--- src/rtl/cbsm_pkg.sv ---
// cbsm_pkg: shared types and constants for the cartridge bank switch mapper.
// Used by cartridge_bank_switch_mapper; no dependencies.
package cbsm_pkg;

  localparam int ROM_BANK_BYTES    = 2048;
  localparam int RAM_BANK_BYTES    = 1024;
  localparam int RAM_BANKS_DEF     = 32;
  localparam int MAX_ROM_BANKS_DEF = 256;

  localparam int ROM_OFS_W  = $clog2(ROM_BANK_BYTES);
  localparam int RAM_OFS_W  = $clog2(RAM_BANK_BYTES);
  localparam int ADDR_W     = 13;
  localparam int DATA_W     = 8;
  localparam int BANK_W     = 9;
  localparam int ROM_ADDR_W = 19;
  localparam int RAM_ADDR_W = 15;
  localparam int ROM_IDX_W  = ROM_ADDR_W - ROM_OFS_W;
  localparam int RAM_IDX_W  = RAM_ADDR_W - RAM_OFS_W;

  localparam logic [ADDR_W-1:0] HOT_ROM_SEL  = 13'h003F;
  localparam logic [ADDR_W-1:0] HOT_RAM_SEL  = 13'h003E;
  localparam logic [ADDR_W-1:0] TIA_END      = 13'h0080;
  localparam logic [ADDR_W-1:0] WIN_BASE     = 13'h1000;
  localparam logic [ADDR_W-1:0] RAM_WR_BASE  = 13'h1400;
  localparam logic [ADDR_W-1:0] FIXED_BASE   = 13'h1800;

  localparam int CFG_ADDR_W = 3;
  localparam logic [CFG_ADDR_W-1:0] CFG_ADDR_BANK_COUNT = 3'd0;
  localparam logic [BANK_W-1:0]     BANK_COUNT_RESET    = 9'd256;

  typedef enum logic [2:0] {
    ROUTE_NONE   = 3'd0,
    ROUTE_TIA    = 3'd1,
    ROUTE_ROM    = 3'd2,
    ROUTE_RAM_RD = 3'd3,
    ROUTE_RAM_WR = 3'd4
  } route_t;

  typedef struct packed {
    logic              mode;
    logic [ADDR_W-1:0] bus_address;
    logic [DATA_W-1:0] write_data;
  } in_item_t;

  typedef struct packed {
    route_t                route;
    logic [ROM_ADDR_W-1:0] rom_address;
    logic [RAM_ADDR_W-1:0] ram_address;
    logic [DATA_W-1:0]     data_out;
    logic [BANK_W-1:0]     selected_bank;
  } out_item_t;

endpackage

--- src/rtl/cartridge_bank_switch_mapper.sv ---
// cartridge_bank_switch_mapper: 3E-scheme bank switch decoder with a shared
// iterative remainder unit for bank selection. Depends on cbsm_pkg.
//
// Usage:
//   Input channel (in_valid/in_stall/in_data) carries one bus access per
//   transaction; result channel (out_valid/out_stall/out_data) returns one
//   decoded transaction for each access. The APB port holds rom_bank_count.
//   An ordinary access goes from acceptance to S_DONE, where its result is
//   registered; a write to a bank select hotspot first passes through S_DIV,
//   since its modulo is worked out by one restoring remainder step per data
//   bit (8 steps). in_stall is high while an access is in work, so a new
//   access is taken only once the last has left S_DONE. The output register
//   lets the next access be taken while a result waits; a finished access
//   holds in the sequencer until the output register is free, so a stalled
//   receiver holds back the input. Reset selects ROM bank 0, sets
//   rom_bank_count to 256 and empties the pipeline; there is no clearing pass.
module cartridge_bank_switch_mapper #(
  parameter int RAM_BANKS     = cbsm_pkg::RAM_BANKS_DEF,
  parameter int MAX_ROM_BANKS = cbsm_pkg::MAX_ROM_BANKS_DEF
) (
  input  logic                          clk,
  input  logic                          rst_n,
  input  logic                          in_valid,
  output logic                          in_stall,
  input  cbsm_pkg::in_item_t            in_data,
  output logic                          out_valid,
  input  logic                          out_stall,
  output cbsm_pkg::out_item_t           out_data,
  input  logic                          cfg_psel,
  input  logic                          cfg_penable,
  input  logic                          cfg_pwrite,
  input  logic [cbsm_pkg::CFG_ADDR_W-1:0] cfg_paddr,
  input  logic [31:0]                   cfg_pwdata,
  output logic [31:0]                   cfg_prdata,
  output logic                          cfg_pready
);
  import cbsm_pkg::*;

  typedef enum logic [2:0] {
    S_IDLE = 3'b001,
    S_DIV  = 3'b010,
    S_DONE = 3'b100
  } state_t;

  state_t            state_r, state_nxt;
  in_item_t          item_r, item_nxt;
  logic [BANK_W-1:0] bank_count_r, bank_count_nxt;
  logic [BANK_W-1:0] cur_bank_r, cur_bank_nxt;
  logic [BANK_W-1:0] rem_r, rem_nxt;
  logic [BANK_W-1:0] divisor_r, divisor_nxt;
  logic [DATA_W-1:0] dvd_r, dvd_nxt;
  logic [2:0]        step_r, step_nxt;
  logic              sel_ram_r, sel_ram_nxt;
  logic              out_valid_r, out_valid_nxt;
  out_item_t         out_r, out_nxt;

  logic [BANK_W-1:0] eff_count;
  logic [BANK_W-1:0] trial;
  logic [BANK_W-1:0] trial_sub;
  logic              cfg_wr;
  logic              hot_rom, hot_ram;
  logic              out_free;
  out_item_t         dec;

  assign cfg_pready = 1'b1;
  assign cfg_wr = cfg_psel && cfg_penable && cfg_pwrite &&
                  (cfg_paddr == CFG_ADDR_BANK_COUNT);
  assign cfg_prdata = (cfg_paddr == CFG_ADDR_BANK_COUNT) ?
                      {{(32-BANK_W){1'b0}}, bank_count_r} : 32'd0;

  always_comb begin
    eff_count = bank_count_r;
    if (bank_count_r == '0) begin
      eff_count = BANK_W'(1);
    end else if (bank_count_r > BANK_W'(MAX_ROM_BANKS)) begin
      eff_count = BANK_W'(MAX_ROM_BANKS);
    end
  end

  assign in_stall  = (state_r != S_IDLE);
  assign out_valid = out_valid_r;
  assign out_data  = out_r;
  assign out_free  = !out_valid_r || !out_stall;

  assign hot_rom = in_data.mode && (in_data.bus_address == HOT_ROM_SEL);
  assign hot_ram = in_data.mode && (in_data.bus_address == HOT_RAM_SEL);

  // shared restoring remainder step
  assign trial     = {rem_r[BANK_W-2:0], dvd_r[DATA_W-1]};
  assign trial_sub = trial - divisor_r;

  // access decode against the bank selection after this access
  always_comb begin
    dec = '0;
    dec.selected_bank = cur_bank_r;
    if (item_r.bus_address < TIA_END) begin
      dec.route = ROUTE_TIA;
      if (item_r.mode) begin
        dec.data_out = item_r.write_data;
      end
    end else if (item_r.bus_address >= FIXED_BASE) begin
      if (!item_r.mode) begin
        dec.route       = ROUTE_ROM;
        dec.rom_address = {ROM_IDX_W'(eff_count - BANK_W'(1)),
                           item_r.bus_address[ROM_OFS_W-1:0]};
      end
    end else if (item_r.bus_address >= WIN_BASE) begin
      if (!cur_bank_r[BANK_W-1]) begin
        if (!item_r.mode) begin
          dec.route       = ROUTE_ROM;
          dec.rom_address = {ROM_IDX_W'(cur_bank_r[BANK_W-2:0]),
                             item_r.bus_address[ROM_OFS_W-1:0]};
        end
      end else if (!item_r.mode && (item_r.bus_address < RAM_WR_BASE)) begin
        dec.route       = ROUTE_RAM_RD;
        dec.ram_address = {cur_bank_r[RAM_IDX_W-1:0],
                           item_r.bus_address[RAM_OFS_W-1:0]};
      end else if (item_r.mode && (item_r.bus_address >= RAM_WR_BASE)) begin
        dec.route       = ROUTE_RAM_WR;
        dec.ram_address = {cur_bank_r[RAM_IDX_W-1:0],
                           item_r.bus_address[RAM_OFS_W-1:0]};
        dec.data_out    = item_r.write_data;
      end
    end
  end

  always_comb begin
    state_nxt      = state_r;
    item_nxt       = item_r;
    bank_count_nxt = bank_count_r;
    cur_bank_nxt   = cur_bank_r;
    rem_nxt        = rem_r;
    divisor_nxt    = divisor_r;
    dvd_nxt        = dvd_r;
    step_nxt       = step_r;
    sel_ram_nxt    = sel_ram_r;
    out_valid_nxt  = out_valid_r && out_stall;
    out_nxt        = out_r;

    if (cfg_wr) begin
      bank_count_nxt = cfg_pwdata[BANK_W-1:0];
    end

    unique case (state_r)
      S_IDLE: begin
        if (in_valid) begin
          item_nxt = in_data;
          if (hot_rom || hot_ram) begin
            rem_nxt     = '0;
            dvd_nxt     = in_data.write_data;
            step_nxt    = 3'd7;
            sel_ram_nxt = hot_ram;
            divisor_nxt = hot_ram ? BANK_W'(RAM_BANKS) : eff_count;
            state_nxt   = S_DIV;
          end else begin
            state_nxt = S_DONE;
          end
        end
      end
      S_DIV: begin
        dvd_nxt = {dvd_r[DATA_W-2:0], 1'b0};
        rem_nxt = (trial >= divisor_r) ? trial_sub : trial;
        step_nxt = step_r - 3'd1;
        if (step_r == 3'd0) begin
          cur_bank_nxt = sel_ram_r ? {1'b1, rem_nxt[BANK_W-2:0]} : rem_nxt;
          state_nxt    = S_DONE;
        end
      end
      S_DONE: begin
        if (out_free) begin
          out_nxt       = dec;
          out_valid_nxt = 1'b1;
          state_nxt     = S_IDLE;
        end
      end
      default: state_nxt = S_IDLE;
    endcase
  end

  always_ff @(posedge clk) begin
    if (!rst_n) begin
      state_r      <= S_IDLE;
      bank_count_r <= BANK_COUNT_RESET;
      cur_bank_r   <= '0;
      out_valid_r  <= 1'b0;
      step_r       <= '0;
      sel_ram_r    <= 1'b0;
    end else begin
      state_r      <= state_nxt;
      bank_count_r <= bank_count_nxt;
      cur_bank_r   <= cur_bank_nxt;
      out_valid_r  <= out_valid_nxt;
      step_r       <= step_nxt;
      sel_ram_r    <= sel_ram_nxt;
    end
  end

  always_ff @(posedge clk) begin
    item_r    <= item_nxt;
    rem_r     <= rem_nxt;
    divisor_r <= divisor_nxt;
    dvd_r     <= dvd_nxt;
    out_r     <= out_nxt;
  end

endmodule

--- config.mk ---
export PLATFORM = sky130hd
export DESIGN_NAME = cartridge_bank_switch_mapper
export DESIGN_NICKNAME = d
export VERILOG_FILES = /design/src/rtl/cbsm_pkg.sv /design/src/rtl/cartridge_bank_switch_mapper.sv
export SDC_FILE = /design/constraint.sdc
export NUM_CORES = 1
export LEC_CHECK = 0
export BUFFER_PORTS_ARGS = -buffer_cell sky130_fd_sc_hd__buf_2
export CELL_PAD_IN_SITES_DETAIL_PLACEMENT = 1
export CELL_PAD_IN_SITES_GLOBAL_PLACEMENT = 1
export CORE_UTILIZATION = 37
export DETAILED_ROUTE_END_ITERATION = 8
export PLACE_DENSITY = 0.83
export SKIP_CTS_REPAIR_TIMING = 1
export SLEW_MARGIN = 20
export SYNTH_ARGS = -nofsm -noshare
export SYNTH_HDL_FRONTEND = slang
export SYNTH_SLANG_ARGS = --single-unit
--- constraint.sdc ---
create_clock -name clk -period 4 [get_ports clk]
set_input_delay 0 -clock clk [delete_from_list [all_inputs] [get_ports clk]]
set_output_delay 0 -clock clk [all_outputs]
set_load 0.02 [all_outputs]
* Yosys cells after proc, flatten, opt, wreduce, memory -nomap -nowiden *
Cells that the tools add are included.

storage, ports and cells
  bits in registers = 127
  output and inout port bits = 89
  logic and storage cells = 99

cells by class
  add/sub/neg operators = 3
  order comparisons = 7
  eq/ne operators = 10
  mux-type cells = 36
  bitwise logic cells = 2
  reductions and logical operators = 24

operators by type and width
  kind                  count
  $mux 8                8
  $mux 23               2
  $mux 45               1
  $mux 9                5
  $mux 21               2
  $ge 13x13->1 const B  3
  $pmux 8 s2            2
  $mux 3                9
  $eq 13x6->1 const B   2
  $mux 22               1
  $mux 19               1
  $mux 15               1
  $lt 13x13->1 const B  1
  $lt 13x8->1 const B   1
  $ge 9x9->1            1
  $gt 9x9->1 const B    1
  $logic_not 9->1       1
  $pmux 3 s3            1
  $reduce_and 3->1      3
  $sub 9x9->9           1
  $logic_and 1x1->1     8
  $ne 2x2->1 const B    4
  $sub 8x1->8 const B   1
  $logic_not 3->1       2
  other kinds (13)      20

* Depth between registers and ports, before layout *
  depth after elaboration = 8
  mapped depth = 9
  depth with buffers taken out = 8

* Least setup slack after synthesis *
No wires, ideal clock.

  path type = reg-to-reg
  start point = register state_r[2]
  end point = register out_r, in the netlist out_data[0] (enable)
  setup time = 0.484 ns
  data arrival time = 3.385 ns
  slack = 0.131 ns
  cell stages (with the launch flop) = 4
  period minus slack after synthesis = 3.869 ns
  cell sequence = dfxtp_1 -> inv_1 -> or3_1 -> a21oi_1

between the ends
  word-level cells in the longest chain between the ends = 2

ends and longest elaborated chain
  element                     RTL line                             source
  start, declared             cartridge_bank_switch_mapper.sv:45   state_t state_r, state_nxt;
  start signal, assigned      cartridge_bank_switch_mapper.sv:189  state_r <= state_nxt;
  $eq 3x3->1                  cartridge_bank_switch_mapper.sv:144  unique case (state_r)
  $reduce_and 2->1 (no line)  -
  end signal, assigned        cartridge_bank_switch_mapper.sv:203  out_r <= out_nxt;
  end, declared               cartridge_bank_switch_mapper.sv:55   out_item_t out_r, out_nxt;

No other way between the ends.
A chain may end at the register's enable or synchronous reset.

* Final worst setup path *
  start point = register rem_r[5]
  end point = register rem_r[1], data pin

between the ends
  word-level cells in the longest chain between the ends = 3

ends and longest elaborated chain
  element                 RTL line                             source
  start, declared         cartridge_bank_switch_mapper.sv:49   logic [BANK_W-1:0] rem_r, rem_nxt;
  start signal, assigned  cartridge_bank_switch_mapper.sv:200  rem_r <= rem_nxt;
  $ge 9x9->1              cartridge_bank_switch_mapper.sv:162  rem_nxt = (trial >= divisor_r) ? trial_sub : trial;
  $mux 9                  cartridge_bank_switch_mapper.sv:162
  $pmux 8 s2              cartridge_bank_switch_mapper.sv:144

No other way between the ends.

==> out/results.ini <==
[flow_run]
drv_cap = 0

[synth]
postSynthCellCount = 519
ys_seq_area_share_pct = 59.83
synth.distinct_cells = 65
ys_top_cells_by_count = edfxtp_1, nand2_1, and2_1
synth_area_leaders = edfxtp_1, dfxtp_1, and2_1, buf_4, nand2_1
synth-async-reset-ratio_pct = 0
synth_top_area_share_pct = 51.06
syn_area_sq_um = 5939
synth-main-ff-cell = edfxtp_1
synth_area_per_cell_sq_um = 11.44
synth_top_cell_by_area = edfxtp_1
synth.most_common_cell = edfxtp_1
yosys_warnings = 0
synth_edf_count = 101
ys_ff_latch = 127

[timing]
max_freq_mhz = 362.9
setup_violations = 0
tns_ns = 0
rsz0062_at_grt = no
post-route-period-util_pct = 68.89
drv_slew = 0
max_slew.worst_pin.slew_ns = 0.9105
max-slew-margin-rel_pct = 39.30
fin_crit_ns = 2.756
worst_clock_skew_ns = 0.01414
hold_slack_ns = -0.001194
finalHoldViolations = 1

[power_and_ir_drop]
total_power_w = 0.003212
seqPwrFrac_pct = 45.8
powerDensity_nw_per_um2 = 431.1
p_sw_w = 0.0007260
p_int_w = 0.002486
p_clk_share_pct = 49.1
p_leak_nw = 2.878
irDropWorstVdd_v = 0.0004192
netSwitchingFraction_pct = 22.61
pwr-share-comb_pct = 5.1

[cts]
ctsHtreeMaxLevel = 4
cts_sinks = 127
cts.root.buffer_cell = clkbuf_16
clk_latency_ns = 0.43
cts_tree = built
clockBufferDepth = 2
clkSlewWorstSetupHoldPaths_ns = 0.06
numCtsBuffers = 17

[worst_setup_path]
crit_arrival_ns = 2.92
r2r_end = rem_r[1]
critPathLaunchType = flip-flop
required_ns = 4.17
end_kind = flip-flop
critical_path_class = flip-flop to flip-flop
regToRegSetupSlack_ns = 1.24
cp-startpoint = rem_r[5]
crit_fanout = 12
reg2regPathDepth = 6
r2r_start = rem_r[5]
crit_path_end = rem_r[1]

[global_routing]
grt_start_max_net_pins = 55
grt_pass1_vias = 4442
grt_pass1_wl_um = 23820
antenna_found_initial = 1
grt_use_total_pct = 19.37
gr-total-overflow = 0

[routing]
drcViolationCount = 0
viasPerCell = 5.090
post_drt_wl_per_cell_um = 19.32
drtIter0Drc = 225
firstDrtPassIters = 4
vias = 4464
routed_wl_um = 16950
ant_nets = 0

[floorplan]
die_h_um = 128.7
die_width_um = 128.7
core_sq_um = 15430
rows = 45
dieArea_sq_um = 16560
pin_count = 153
start_util_pct = 38.50

[status]
failed_checks = hold timing
status = finished, violations left

[final_layout]
drive_above_1_share_pct = 22.97
multi_input_comb_area_sq_um = 2078
seqCellArea_sq_um = 3553
final_cell_area_sq_um = 7450
fin_util_pct = 48.29
syn2layout_area_growth_pct = 25.43
nets = 730
antenna_cells = 0
fillers = 1723

[placement]
port_buffers = 105
gp_congestion = 0.8630
placed_cell_area_sq_um = 6538
dpl.hpwl_um = 10960

[hold_path]
hp-class = input port to flip-flop

routing by layer:
metal / routed length (um) / GRT usage (%) / part of all wire (%)
met3: 914 / 4.699 / 5.4
met2: 8814 / 34.88 / 52
met4: 655 / 8.028 / 3.9
met5: 10 / 0 / 0.059
met1: 6553 / 21.91 / 39
per-stage QoR:
step	worst slack, ns	instances	hold slack [ns]
after detailed placement	1.348	813	0.1912
final	1.244	877	-0.001194
after global routing	1.118	877	0.02374
after floorplan	0.1315	541	0.09887
after global placement	1.513	813	0.1890
after CTS	1.338	845	-0.2518
cells in the final DEF (no fill, tap or decap), drive strengths merged, types with 3 or more instances in the layout:
master	instances
o31ai	3
o21ai	22
a31oi	11
nand2	53
a21o	4
clkinv	8
nor4	3
ha	12
or3b	6
and2	50
buf	108
a211oi	3
conb	24
nand4	4
nand3	11
nor3	8
o311ai	4
a21oi	26
xor2	3
clkbuf	17
o211ai	4
dlygate4sd3	32
a21boi	11
xnor2	4
nor3b	8
nand2b	8
dfxtp	26
nor2b	7
inv	27
edfxtp	101
nor2	25
or3	3
bufinv	3
power by group through the flow:
stage / combinational, W / sequential [W] / clock (W)
6_report: 0.000165 / 0.00147 / 0.00158
5_1_grt: 0.000177 / 0.00147 / 0.00164
4_1_cts: 0.000136 / 0.00147 / 0.00158
3_5_place_dp: 0.000134 / 0.00150 / 0
3_3_place_gp: 0.000127 / 0.00149 / 0
2_1_floorplan: 0.0000865 / 0.00150 / 0
worst max-delay path, cell delays in order, from the launching register on:
cell	delay [ns]
edfxtp_1	0.44
ha_1	0.48
a21oi_1	0.29
o221ai_1	0.19
a21oi_1	0.76
a21o_1	0.26
a21oi_1	0.07
logic make-up (layout without fill, tap and decap cells):
kind of cell,Yosys count,count (layout),synth area share (%)
multiplexers,1,1,0.1685
other,2,24,0.1264
adder cells (fa/ha/maj),13,13,2.865
XOR/XNOR,7,7,1.032
flip-flops,127,127,59.83
AO/OA/AOI/OAI,104,104,11.61
AND/OR/NAND/NOR,193,193,17.61
buffers and inverters,72,197,6.762
flip-flops by register name, summed over array words and instances (netlist names):
name / count
divisor_r: 9
state_r: 3
item_r: 22
cur_bank_r: 9
sel_ram_r: 1
dvd_r: 8
out_valid: 1
bank_count_r: 9
out_data: 54
rem_r: 8
step_r: 3
how the worst min path moves through the flow:
stage / start / to / slack (ns) / cells past startpoint
final: rst_n / bank_count_r[8] / -0.001 / 2
after global routing: rst_n / bank_count_r[8] / 0.02 / 2
after CTS: in_data[9] / item_r[9] / -0.25 / 1
after detailed placement: in_data[11] / item_r[11] / 0.19 / 1
after global placement: in_data[9] / item_r[9] / 0.19 / 1
after floorplan: in_data[0] / item_r[0] / 0.1 / 0
cell type report:
class                           instances  area share, %
Clock buffer                           17          5.710
Inverter                               25          1.260
Clock inverter                         15          2.234
Timing Repair Buffer                  140          11.66
Multi-Input combinational cell        342          27.90
Tap cell                              211          3.544
Sequential cell                       127          47.70
Power figures use the tool's default switching activity.
